`src/rtl/core/nes_pkg.sv`:
```
// shared types, constants and helpers of the note event scheduler
`timescale 1ns / 1ps
`default_nettype none
package nes_pkg;

  localparam int TimeW  = 48;
  localparam int KeyW   = 15;
  localparam int EventW = 38;
  localparam int MsgMax = 32;

  typedef enum logic [1:0] {
    OP_TICK    = 2'd0,
    OP_PLAY    = 2'd1,
    OP_DELAYED = 2'd2,
    OP_NONE    = 2'd3
  } opcode_t;

  typedef enum logic [3:0] {
    ST_IDLE,
    ST_REL_SCAN,
    ST_DLY_SCAN,
    ST_DLY_RET,
    ST_PARK,
    ST_PN_ON,
    ST_PN_SCAN,
    ST_PN_WRITE,
    ST_FINISH
  } state_t;

  localparam logic KIND_ON  = 1'b0;
  localparam logic KIND_OFF = 1'b1;

  typedef struct packed {
    logic       kind;
    logic [7:0] patch;
    logic [6:0] note;
    logic [6:0] vel;
  } msg_t;

  // time plus a millisecond count, wrapping on 48 bits
  function automatic logic [TimeW-1:0] add_ms(input logic [TimeW-1:0] t,
                                              input logic [15:0] ms);
    logic [25:0] us;
    us = 26'(ms) * 26'd1000;
    return t + TimeW'(us);
  endfunction

endpackage
`default_nettype wire

```
`src/rtl/core/nes_cell.sv`:
```
// one slot cell of a rotating slot ring
`timescale 1ns / 1ps
`default_nettype none
module nes_cell #(
  parameter int W = 8
) (
  input  wire logic         clk,
  input  wire logic         rst,
  input  wire logic         shift,
  input  wire logic         d_valid,
  input  wire logic [W-1:0] d_data,
  output logic              q_valid,
  output logic [W-1:0]      q_data
);

  // valid bit, cleared at reset
  always_ff @(posedge clk) begin
    if (rst) begin
      q_valid <= 1'b0;
    end else if (shift) begin
      q_valid <= d_valid;
    end
  end

  // slot contents
  always_ff @(posedge clk) begin
    if (shift) begin
      q_data <= d_data;
    end
  end

endmodule
`default_nettype wire

```
`src/rtl/core/nes_ring.sv`:
```
// ring of slot cells that rotates one place towards the head per shift
`timescale 1ns / 1ps
`default_nettype none
module nes_ring #(
  parameter int N = 16,
  parameter int W = 8
) (
  input  wire logic         clk,
  input  wire logic         rst,
  input  wire logic         shift,
  input  wire logic         tail_valid,
  input  wire logic [W-1:0] tail_data,
  output logic              head_valid,
  output logic [W-1:0]      head_data
);

  logic         v [N];
  logic [W-1:0] d [N];

  // each cell takes its upper neighbour, the last one takes the tail input
  for (genvar i = 0; i < N; i++) begin : g_cell
    logic         in_v;
    logic [W-1:0] in_d;
    if (i == N - 1) begin : g_last
      assign in_v = tail_valid;
      assign in_d = tail_data;
    end else begin : g_mid
      assign in_v = v[i+1];
      assign in_d = d[i+1];
    end
    nes_cell #(.W(W)) u_cell (
      .clk     (clk),
      .rst     (rst),
      .shift   (shift),
      .d_valid (in_v),
      .d_data  (in_d),
      .q_valid (v[i]),
      .q_data  (d[i])
    );
  end

  assign head_valid = v[0];
  assign head_data  = d[0];

endmodule
`default_nettype wire

```
`src/rtl/core/note_event_scheduler.sv`:
```
// top level: note event scheduler with release and delay slot rings
//
// Input requests carry an opcode (tick, play now, play delayed), the current
// time in microseconds and the note. A request is taken when in_valid is high
// and in_stall low; in_stall stays high while a request is being worked on.
// Messages (note-on / note-off) leave on the output channel, taken when
// out_valid is high and out_stall low; last_of_run marks the final message
// of a request. A request may give no message at all.
// Both slot tables are rings of cells rotating one place per shift, so every
// walk over a table visits the slots one by one. With output_enable set, play
// now sends the note-on and walks the release ring twice, to find a slot and
// then to write the note; play delayed walks the delay ring to park the note,
// or plays it now when no delay slot is free; tick walks the release ring,
// then the delay ring, and plays each delay slot that falls due; the unused
// opcode none does nothing. A stall on the output holds the walk once a
// finished message and one behind it are held. Reset (synchronous, rst high)
// clears all slots and output_enable at once. output_enable is to be written
// through cfg_write_en / cfg_write_data while idle; the block does not check.
`timescale 1ns / 1ps
`default_nettype none
module note_event_scheduler #(
  parameter int RELEASE_SLOTS = 16,
  parameter int DELAY_SLOTS   = 8
) (
  input  wire logic        clk,
  input  wire logic        rst,
  input  wire logic        cfg_write_en,
  input  wire logic        cfg_write_data,
  input  wire logic        in_valid,
  output logic             in_stall,
  input  wire logic [1:0]  opcode,
  input  wire logic [47:0] time_us,
  input  wire logic [7:0]  patch_index,
  input  wire logic [6:0]  note_pitch,
  input  wire logic [6:0]  note_velocity,
  input  wire logic [15:0] hold_ms,
  input  wire logic [15:0] wait_ms,
  output logic             out_valid,
  input  wire logic        out_stall,
  output logic             message_kind,
  output logic [7:0]       out_patch,
  output logic [6:0]       out_note,
  output logic [6:0]       out_velocity,
  output logic             last_of_run
);

  localparam int TW  = nes_pkg::TimeW;
  localparam int KW  = nes_pkg::KeyW;
  localparam int EW  = nes_pkg::EventW;
  localparam int RPW = (RELEASE_SLOTS > 1) ? $clog2(RELEASE_SLOTS) : 1;
  localparam int DPW = (DELAY_SLOTS > 1) ? $clog2(DELAY_SLOTS) : 1;
  localparam logic [RPW-1:0] RLast = RPW'(RELEASE_SLOTS - 1);
  localparam logic [DPW-1:0] DLast = DPW'(DELAY_SLOTS - 1);

  nes_pkg::state_t state, state_next;

  logic          output_enable;
  logic [TW-1:0] now;
  logic [7:0]    req_patch;
  logic [6:0]    req_note;
  logic [6:0]    req_vel;
  logic [15:0]   req_hold;
  logic [TW-1:0] wait_dl;
  logic [KW-1:0] cur_key;
  logic [6:0]    cur_vel;
  logic [15:0]   cur_hold;
  logic [TW-1:0] pn_dl;
  logic          from_tick;
  logic          placed;
  logic          match_f, free_f;
  logic [RPW-1:0] match_idx, free_idx, rpos;
  logic [DPW-1:0] dpos;
  logic [5:0]    msg_cnt;

  // ring ports
  logic             r_shift, r_tail_v, rh_v;
  logic [KW+TW-1:0] r_tail_d, rh_d;
  logic             d_shift, d_tail_v, dh_v;
  logic [EW+TW-1:0] d_tail_d, dh_d;

  logic [KW-1:0] rh_key;
  logic [TW-1:0] rh_dl;
  logic [EW-1:0] dh_ev;
  logic [TW-1:0] dh_dl;
  assign rh_key = rh_d[KW+TW-1:TW];
  assign rh_dl  = rh_d[TW-1:0];
  assign dh_ev  = dh_d[EW+TW-1:TW];
  assign dh_dl  = dh_d[TW-1:0];

  // message staging: pend waits until its successor or the end is known
  logic          pend_v;
  nes_pkg::msg_t pend;
  logic          out_free, can_emit, drop, emit_ok;
  logic          want, push, step, flush;
  nes_pkg::msg_t msg;

  assign out_free = !out_valid || !out_stall;
  assign can_emit = !pend_v || out_free;
  assign drop     = (msg_cnt == 6'(nes_pkg::MsgMax));
  assign emit_ok  = drop || can_emit;
  assign push     = want && !drop && can_emit;
  assign in_stall = (state != nes_pkg::ST_IDLE);

  logic accept;
  assign accept = in_valid && !in_stall;

  logic rel_exp, dly_due, park_free, steal, hit;
  logic [RPW-1:0] tgt;
  assign rel_exp   = rh_v && (now >= rh_dl);
  assign dly_due   = dh_v && (now >= dh_dl);
  assign park_free = !dh_v && !placed;
  assign steal     = !match_f && !free_f;
  assign tgt       = match_f ? match_idx : (free_f ? free_idx : '0);
  assign hit       = (rpos == tgt);

  nes_ring #(.N(RELEASE_SLOTS), .W(KW + TW)) u_rel (
    .clk        (clk),
    .rst        (rst),
    .shift      (r_shift),
    .tail_valid (r_tail_v),
    .tail_data  (r_tail_d),
    .head_valid (rh_v),
    .head_data  (rh_d)
  );

  nes_ring #(.N(DELAY_SLOTS), .W(EW + TW)) u_dly (
    .clk        (clk),
    .rst        (rst),
    .shift      (d_shift),
    .tail_valid (d_tail_v),
    .tail_data  (d_tail_d),
    .head_valid (dh_v),
    .head_data  (dh_d)
  );

  // sequencer outputs
  always_comb begin
    r_shift  = 1'b0;
    r_tail_v = rh_v;
    r_tail_d = rh_d;
    d_shift  = 1'b0;
    d_tail_v = dh_v;
    d_tail_d = dh_d;
    want     = 1'b0;
    msg      = '{kind: nes_pkg::KIND_OFF, patch: rh_key[14:7], note: rh_key[6:0], vel: 7'd0};
    step     = 1'b1;
    flush    = 1'b0;
    unique case (state)
      nes_pkg::ST_IDLE: begin
      end
      nes_pkg::ST_REL_SCAN: begin
        want     = rel_exp && output_enable;
        step     = !want || emit_ok;
        r_shift  = step;
        r_tail_v = rh_v && !rel_exp;
      end
      nes_pkg::ST_DLY_SCAN: begin
        d_shift = !dly_due;
      end
      nes_pkg::ST_DLY_RET: begin
        d_shift  = 1'b1;
        d_tail_v = 1'b0;
      end
      nes_pkg::ST_PARK: begin
        d_shift = 1'b1;
        if (park_free) begin
          d_tail_v = 1'b1;
          d_tail_d = {req_hold, req_vel, req_patch, req_note, wait_dl};
        end
      end
      nes_pkg::ST_PN_ON: begin
        want = output_enable;
        msg  = '{kind: nes_pkg::KIND_ON, patch: cur_key[14:7], note: cur_key[6:0],
                 vel: cur_vel};
        step = !want || emit_ok;
      end
      nes_pkg::ST_PN_SCAN: begin
        r_shift = 1'b1;
      end
      nes_pkg::ST_PN_WRITE: begin
        want    = steal && (rpos == '0);
        step    = !want || emit_ok;
        r_shift = step;
        if (hit) begin
          r_tail_v = 1'b1;
          r_tail_d = {cur_key, pn_dl};
        end
      end
      nes_pkg::ST_FINISH: begin
        flush = pend_v && out_free;
        step  = !pend_v || out_free;
      end
      default: begin
      end
    endcase
  end

  // next state
  always_comb begin
    state_next = state;
    unique case (state)
      nes_pkg::ST_IDLE: begin
        if (accept) begin
          unique case (nes_pkg::opcode_t'(opcode))
            nes_pkg::OP_TICK:    state_next = nes_pkg::ST_REL_SCAN;
            nes_pkg::OP_PLAY:    state_next = nes_pkg::ST_PN_ON;
            nes_pkg::OP_DELAYED: state_next = nes_pkg::ST_PARK;
            nes_pkg::OP_NONE:    state_next = nes_pkg::ST_IDLE;
            default:             state_next = nes_pkg::ST_IDLE;
          endcase
        end
      end
      nes_pkg::ST_REL_SCAN: begin
        if (step && rpos == RLast) state_next = nes_pkg::ST_DLY_SCAN;
      end
      nes_pkg::ST_DLY_SCAN: begin
        if (dly_due) state_next = nes_pkg::ST_PN_ON;
        else if (dpos == DLast) state_next = nes_pkg::ST_FINISH;
      end
      nes_pkg::ST_DLY_RET: begin
        state_next = (dpos == DLast) ? nes_pkg::ST_FINISH : nes_pkg::ST_DLY_SCAN;
      end
      nes_pkg::ST_PARK: begin
        if (dpos == DLast) begin
          state_next = (placed || park_free) ? nes_pkg::ST_FINISH : nes_pkg::ST_PN_ON;
        end
      end
      nes_pkg::ST_PN_ON: begin
        if (!output_enable) begin
          state_next = from_tick ? nes_pkg::ST_DLY_RET : nes_pkg::ST_FINISH;
        end else if (step) begin
          state_next = nes_pkg::ST_PN_SCAN;
        end
      end
      nes_pkg::ST_PN_SCAN: begin
        if (rpos == RLast) state_next = nes_pkg::ST_PN_WRITE;
      end
      nes_pkg::ST_PN_WRITE: begin
        if (step && rpos == RLast) begin
          state_next = from_tick ? nes_pkg::ST_DLY_RET : nes_pkg::ST_FINISH;
        end
      end
      nes_pkg::ST_FINISH: begin
        if (step) state_next = nes_pkg::ST_IDLE;
      end
      default: state_next = nes_pkg::ST_IDLE;
    endcase
  end

  // state and control registers
  always_ff @(posedge clk) begin
    if (rst) begin
      state         <= nes_pkg::ST_IDLE;
      output_enable <= 1'b0;
      rpos          <= '0;
      dpos          <= '0;
      pend_v        <= 1'b0;
      out_valid     <= 1'b0;
      msg_cnt       <= '0;
    end else begin
      state <= state_next;
      if (cfg_write_en) output_enable <= cfg_write_data;
      if (r_shift) rpos <= (rpos == RLast) ? '0 : rpos + 1'b1;
      if (d_shift) dpos <= (dpos == DLast) ? '0 : dpos + 1'b1;
      if (accept) msg_cnt <= '0;
      else if (push) msg_cnt <= msg_cnt + 1'b1;
      // output register and staging
      if (push) begin
        pend_v <= 1'b1;
        if (pend_v) out_valid <= 1'b1;
        else if (!out_stall) out_valid <= 1'b0;
      end else if (flush) begin
        pend_v    <= 1'b0;
        out_valid <= 1'b1;
      end else if (!out_stall) begin
        out_valid <= 1'b0;
      end
    end
  end

  // message payload registers
  always_ff @(posedge clk) begin
    if (push) begin
      pend <= msg;
      if (pend_v) begin
        {message_kind, out_patch, out_note, out_velocity} <= pend;
        last_of_run <= 1'b0;
      end
    end else if (flush) begin
      {message_kind, out_patch, out_note, out_velocity} <= pend;
      last_of_run <= 1'b1;
    end
  end

  // request and play registers
  always_ff @(posedge clk) begin
    if (accept) begin
      now       <= time_us;
      req_patch <= patch_index;
      req_note  <= note_pitch;
      req_vel   <= note_velocity;
      req_hold  <= hold_ms;
      wait_dl   <= nes_pkg::add_ms(time_us, wait_ms);
      cur_key   <= {patch_index, note_pitch};
      cur_vel   <= note_velocity;
      cur_hold  <= hold_ms;
      from_tick <= (opcode == nes_pkg::OP_TICK);
      placed    <= 1'b0;
    end
    if (state == nes_pkg::ST_PARK && park_free) placed <= 1'b1;
    if (state == nes_pkg::ST_DLY_SCAN && dly_due) begin
      cur_key  <= dh_ev[KW-1:0];
      cur_vel  <= dh_ev[21:15];
      cur_hold <= dh_ev[37:22];
    end
    if (state == nes_pkg::ST_PN_ON) begin
      pn_dl   <= nes_pkg::add_ms(now, cur_hold);
      match_f <= 1'b0;
      free_f  <= 1'b0;
    end
    if (state == nes_pkg::ST_PN_SCAN) begin
      if (rh_v && rh_key == cur_key && !match_f) begin
        match_f   <= 1'b1;
        match_idx <= rpos;
      end
      if (!rh_v && !free_f) begin
        free_f   <= 1'b1;
        free_idx <= rpos;
      end
    end
  end

endmodule
`default_nettype wire

```
`config.mk`:
```
export PLATFORM = sky130hd
export DESIGN_NAME = note_event_scheduler
export DESIGN_NICKNAME = d
export VERILOG_FILES = /design/src/rtl/core/nes_pkg.sv /design/src/rtl/core/nes_cell.sv /design/src/rtl/core/nes_ring.sv /design/src/rtl/core/note_event_scheduler.sv
export SDC_FILE = /design/constraint.sdc
export NUM_CORES = 2
export LEC_CHECK = 0
export BUFFER_PORTS_ARGS = -buffer_cell sky130_fd_sc_hd__buf_2
export CORE_MARGIN = 2
export CORE_UTILIZATION = 55
export CTS_CLUSTER_DIAMETER = 120
export DETAILED_ROUTE_END_ITERATION = 12
export GPL_ROUTABILITY_DRIVEN = 1
export PLACE_DENSITY_LB_ADDON = 0.08
export SETUP_SLACK_MARGIN = 0.05
export SLEW_MARGIN = 20
export SYNTH_ARGS = -nofsm -noshare
export SYNTH_HDL_FRONTEND = slang
export SYNTH_SLANG_ARGS = --single-unit
```
`constraint.sdc`:
```
create_clock -name clk -period 37.8 [get_ports clk]
set_input_delay 5.67 -clock clk [delete_from_list [all_inputs] [get_ports clk]]
set_output_delay 5.67 -clock clk [all_outputs]
set_load 0.05 [all_outputs]
```
# ---- Yosys cells after proc, flatten, opt, wreduce, memory -nomap -nowiden
# Cells that the tools add are included.
# Widths: inputs -> output; s select.
dict set report word_totals {
  reg_bits 2019
  latchBits 0
  mem_bits_ro 0
  mem_count 0
  ram_bits 0
}
dict set report classes {
  n_eq_ne 25
  mul 2
  order_cmp 2
  bitwise 0
  div_mod_pow 0
  mux 66
  n_reduce_logical 51
  addsub 5
  shifts 0
}
# op count
set ops {}
lappend ops {{$mux 86} 2}
lappend ops {{$mux 63} 2}
lappend ops {{$add 48x26->48} 2}
lappend ops {{$ge 48x48->1} 2}
lappend ops {{$mux 4} 16}
lappend ops {{$mux 7} 8}
lappend ops {{$mul 16x7->23 const B} 2}
lappend ops {{$pmux 4 s9} 1}
lappend ops {{$mux 16} 2}
lappend ops {{$mux 15} 2}
lappend ops {{$mux 8} 3}
lappend ops {{$mux 23} 1}
lappend ops {{$mux 1} 21}
lappend ops {{$logic_and 1x1->1} 17}
lappend ops {{$eq 4x3->1 const B} 4}
lappend ops {{$pmux 4 s4} 1}
lappend ops {{$eq 15x15->1} 1}
lappend ops {{$logic_not 1->1} 15}
lappend ops {{$ne 2x2->1 const B} 7}
lappend ops {{$eq 4x2->1 const B} 2}
lappend ops {{$eq 4x4->1 const B} 2}
lappend ops {{$logic_not 4->1} 2}
lappend ops {{$reduce_and 8->1} 1}
lappend ops {{$logic_or 1x1->1} 7}
lappend ops {{other kinds (19)} 28}

# ---- Depth between registers and ports, before layout
dict set report logic_depth {
  depth_word 9
  depth_mapped 26
  ltp_nobuf 25
}

# ---- Hierarchy
# A second synthesis with hierarchy kept.
dict set report hier_totals {
  cells_unflattened 4040
  hier_area_um2 75062.0
}
# mod instances cells_each area_each_um2
set by_module_without_submodules {}
lappend by_module_without_submodules {{nes_cell at u_rel.g_cell[0].u_cell ...} 16 66 1925.6}
lappend by_module_without_submodules {note_event_scheduler 1 2272 23322.4}
lappend by_module_without_submodules {{nes_cell at u_dly.g_cell[0].u_cell ...} 8 89 2616.3}

# ---- Worst setup path before layout
# No wires, ideal clock.
dict set report synth_timing {
  path_kind {register to register}
  start {reg now[26]}
  end {reg u_dly.g_cell[0].u_cell.q_data[0] (enable)}
  stages_incl_launch_ff 11
  slack_ns 5.224
  period_less_slack_ns 32.576
  t_arrival_ns 30.816
  setup_time_ns 1.760
  n_path_buf 1
  t_required_ns 36.040
  cell_sequence {edfxtp_1 ha_1 and3_1 nand4_1 or4_1 o21ai_1 or4b_1 o2111ai_2 a211oi_2 buf_2 nor2_1}
}
dict set report synth_via {
  elab_chain_cells 4
}
# item line_no
set synth_lines {}
lappend synth_lines {{start: declaration} note_event_scheduler.sv:58} ;# logic [TW-1:0] now;
lappend synth_lines {{start signal: assignment} note_event_scheduler.sv:298} ;# now <= time_us;
lappend synth_lines {{$ge 48x48->1} note_event_scheduler.sv:110} ;# assign dly_due = dh_v && (now >= dh_dl);
lappend synth_lines {{$logic_and 1x1->1} note_event_scheduler.sv:110}
lappend synth_lines {{$logic_not 1->1} note_event_scheduler.sv:158} ;# d_shift = !dly_due;
lappend synth_lines {{$pmux 1 s2} note_event_scheduler.sv:148} ;# unique case (state)
lappend synth_lines {{via d_shift} note_event_scheduler.sv:78} ;# logic d_shift, d_tail_v, dh_v;
lappend synth_lines {{end signal: assignment} nes_cell.sv:28} ;# q_data <= d_data;
lappend synth_lines {{end: declaration} nes_cell.sv:13} ;# output logic [W-1:0] q_data
# The timed path passes the listed nets, and every way through them passes these cells.
# A chain may end at the register's enable or synchronous reset.

# ---- Worst setup path in the final report
dict set report layout_timing {
  start {in wait_ms[0]}
  end {reg wait_dl[44] (data pin)}
}
dict set report layout_via {
  elab_chain_cells 2
}
# item line_no
set layout_lines {}
lappend layout_lines {{start: declaration} note_event_scheduler.sv:37} ;# input wire logic [15:0] wait_ms,
lappend layout_lines {{$mul 16x7->23} nes_pkg.sv:44} ;# us = 26'(ms) * 26'd1000;
lappend layout_lines {{$add 48x26->48} nes_pkg.sv:45} ;# return t + TimeW'(us);
lappend layout_lines {{end signal: assignment} note_event_scheduler.sv:303} ;# wait_dl <= nes_pkg::add_ms(time_us, wait_ms);
lappend layout_lines {{end: declaration} note_event_scheduler.sv:63} ;# logic [TW-1:0] wait_dl;
# No other way between the ends.

==> parameters.txt <==
Parameter                              Value

Setup path
  Slowest cell on the critical path    sky130_fd_sc_hd__o21ai_1
  Critical Path End Type    register
  Required time of the critical path    38340 ps
  Number of buffers and inverters on the critical path    3
  Reg2reg path depth    14
  Worst Path Class, Setup    in -> reg
  Worst stage delay on the critical path    670 ps
  Critical register-to-register path endpoint    u_dly.g_cell[5].u_cell.q_data[70]$_DFFE_PP_
  CP Max Fanout    7
  Dominant delay contributor by cell family on the critical path    compound AO/OA/AOI/OAI gates
  Data arrival time of the worst path    12050 ps
  Critical register-to-register path startpoint    now[2]$_DFFE_PP_
  Most numerous cell on the critical path    sky130_fd_sc_hd__fa_1
  Crit path capture    wait_dl[44]$_DFFE_PP_
  Cells along the critical path    buf_2, fa_1, fa_1, inv_1, fa_1, fa_1, inv_1, ha_1, o21a_1, o31ai_1, a21oi_1, a41o_1, o41a_1, a211oi_1, a21oi_1, xor2_1, ha_1, a21boi_0, o21ai_0, nand2b_1, o21ai_1, nor3_1, xor2_1
  Slack of the worst reg-to-reg path    29960 ps
  Startpoint Class    input pin
  Critical path launch point    wait_ms[0]
  Logic depth of the worst setup path including buffers    23

Synth
  Portion of synthesized cell area occupied by the leading cell type    79.1%
  Synth area leaders    sky130_fd_sc_hd__edfxtp_1 (79%), sky130_fd_sc_hd__ha_1 (4.4%), sky130_fd_sc_hd__fa_1 (2.9%)
  Most used standard cells in the synthesized netlist    sky130_fd_sc_hd__edfxtp_1 (1969), sky130_fd_sc_hd__inv_1 (289), sky130_fd_sc_hd__ha_1 (264)
  Adder-Cell Fraction of Synth Area    7.37%
  Number of different library cells in the post-synthesis netlist    74
  Most common cell in the netlist    sky130_fd_sc_hd__edfxtp_1
  Syn. warnings    0
  Number of enable-type register cells in the synthesized netlist    between 1500 and 2000
  Synthesized instance count    approximately 4000
  Fraction of synthesized area in multiplexers    under 10%
  Post-Syn Nets    4469
  Combinational family with the most area after synthesis    adder cells
  Most used flip-flop cell after synthesis    sky130_fd_sc_hd__edfxtp_1
  Post-Synth Simple-Gate Area    3.49%
  Async SR Flop Fraction    0%
  Register area share after synthesis    80.4%
  Synth Area in XOR/XNOR    1.59%
  Number of synthesized register bits    2016
  Fraction of the mapped netlist area in compound gates    3.75%
  Cell taking the most area after synthesis    sky130_fd_sc_hd__edfxtp_1
  Netlist area before placement    74700 µm²
  Avg Synthesized Cell Area    18.8 µm²

Floorplanning
  FP Rows    135
  Die span in y    373 µm
  Number of ports placed on the die boundary    136
  Die outline area    139000 µm²
  Placeable core region    135000 µm²
  Initial Util    55.3%
  Width of the die    373 µm

Detailed routing
  Vias after detailed routing    roughly 33000
  Antenna violation net count after detailed routing    0
  Pre-antenna DRT Iters    5
  Violation count after the first detailed-routing iteration    3033
  Per-cell via count in the routed design    5.29
  Drt drc    0
  Post-detailed-routing wire length    124000 µm
  Avg WL per Cell    19.9 µm

Global routing
  Wire length of the first global-routing pass    ~190000 µm
  Antenna violations before repair    17
  Via count of the first global-routing pass    about 32000
  Total GRT Usage    17.9%
  Leftover overflow at the end of global routing    0
  Maximum number of pins on one net before global-route repair    206

CTS
  Number of setup buffers added after CTS    0
  Clock root buffer master    sky130_fd_sc_hd__clkbuf_16
  CTS max path bufs    3
  Number of buffers added by the clock tree synthesis step    just under 200
  TritonCTS clock tree    built
  Number of resized instances in the post-cts repair step    0
  Number of levels the H-tree was split into    4
  Clock net sink count    2016
  Post-CTS Hold Fix Bufs    0
  Latest clock arrival within the worst-skew pair    ~810 ps
  Clock transition at the registers of the reported paths    about 60 ps

STA
  Sum of negative setup slack    0 ps
  Final period utilization    30.4%
  Max Fclk    0.0869 GHz
  Final worst clock skew    52.1 ps
  Worst-margin pin slew    between 1000 and 1500 ps
  Count of pins over their slew limit    0
  RSZ-0062 raised after global routing    false
  Fin. Hold Viols    0
  Final setup violation count    0
  Slew HR    28.0%
  Time the final worst path needs with I/O delays and setup    11510 ps

Run status
  Outcome    complete, no violations

Finish
  Area growth from synthesis to layout    12.4%
  Storage element area    between 60000 and 70000 µm²
  Share of layout cells above drive strength 1    12.6%
  Multi-input gate area in the final layout    13400 µm²
  Filler cells    9609
  Net total in the final layout    4773

Placed design
  Placer's final routability congestion estimate    0.864
  Number of port buffers    135
  HPWL after DPL    77200 µm

Min path
  Hold Crit Class    reg -> reg

Flow run
  Number of maximum-capacitance constraint violations    0
==> layout make-up <==
type,instances,share of cell area (%)
well taps,1781,2.65
flip-flops and latches,2016,71.5
multi-input cells,1624,16.0
inverters,290,1.30
clock inverters,128,1.40
clock buffers,230,6.03
repair buffers,163,1.14
diodes,7,0.0208
==> per-layer routing <==
layer  vias to the layer above  track usage [%]  share of wire (%)
met1                     16500             28.1                 50
li1                      15700                -                  -
met5                         -                0              0.082
met2                       593             25.0                 42
met3                       244             3.76                4.7
met4                        16             5.88                2.7
==> metrics by stage <==
step	instance area, µm²	hold slack [ps]	util [%]	std cells	setup WS, ps
after floorplan	74700	400	-	3985	5220
after global placement	77800	400	57.5	5874	25410
after detailed placement	77800	405	57.5	5874	25420
after CTS	84000	383	62.2	6232	26290
after global routing	84000	385	62.2	6235	25900
final	84000	383	62.2	6239	26290
==> logic make-up (layout without fill, tap and decap cells) <==
group	count (synthesis)	after routing
DFF	2016	2016
and+or+nand+nor	546	546
AOI/OAI and AO/OA	454	454
adders and majority gates	374	374
buffers and inverters	345	811
xor gates and xnor gates	136	136
muxes	114	114
other	0	7
==> state kept, by name, summed over array words and instances (netlist names), 7 cells and up <==
register and flops:
cur_hold 16, cur_key 15, cur_vel 7, now 48, out_note 7, out_patch 8, out_velocity 7, pend 23
pn_dl 48, req_hold 16, req_note 7, req_patch 8, req_vel 7, u_dly.g_cell.u_cell.q_data 688, u_dly.g_cell.u_cell.q_valid 8, u_rel.g_cell.u_cell.q_data 1008
u_rel.g_cell.u_cell.q_valid 16, wait_dl 45
==> worst min-delay path by stage <==
| stage | cells past startpoint | end | slack [ps] | start |
|---|---|---|---|---|
| final | 0 | u_rel.g_cell[7].u_cell.q_data[15]$_DFFE_PP_ | 380 | u_rel.g_cell[8].u_cell.q_data[15]$_DFFE_PP_ |
| after global routing | 0 | u_rel.g_cell[10].u_cell.q_data[9]$_DFFE_PP_ | 380 | u_rel.g_cell[11].u_cell.q_data[9]$_DFFE_PP_ |
| after CTS | 0 | u_rel.g_cell[7].u_cell.q_data[15]$_DFFE_PP_ | 380 | u_rel.g_cell[8].u_cell.q_data[15]$_DFFE_PP_ |
| after detailed placement | 0 | out_patch[3]$_DFFE_PP_ | 400 | pend[17]$_DFFE_PP_ |
| after global placement | 0 | u_dly.g_cell[6].u_cell.q_data[25]$_DFFE_PP_ | 400 | u_dly.g_cell[7].u_cell.q_data[25]$_DFFE_PP_ |
| after floorplan | 0 | message_kind$_DFFE_PP_ | 400 | pend[22]$_DFFE_PP_ |
==> layout by cell type, fill, tap and decap left out, drive strengths merged, types with 10 or more instances in the layout <==
cell      Yosys  final
inv         290    295
xnor2        89     89
clkinvlp      0     10
clkbuf       37    230
o21a         13     13
clkinv        0     98
nor2         83     83
mux2i        21     21
bufinv        0     15
a21oi       119    119
edfxtp     1969   1969
nor3         34     34
nor2b        20     20
and3         33     33
nand3        54     54
nand2b       22     22
a21o         56     56
mux2         93     93
buf          18    163
o21ai       159    159
fa          110    110
a211oi       12     12
dfxtp        47     47
a31oi        10     10
nand2       219    219
ha          264    264
nand4        30     30
xor2         47     47
Power is left out: the tool's default activity adds up to more than one toggle a clock period on the data nets, which glitch-free logic cannot reach.
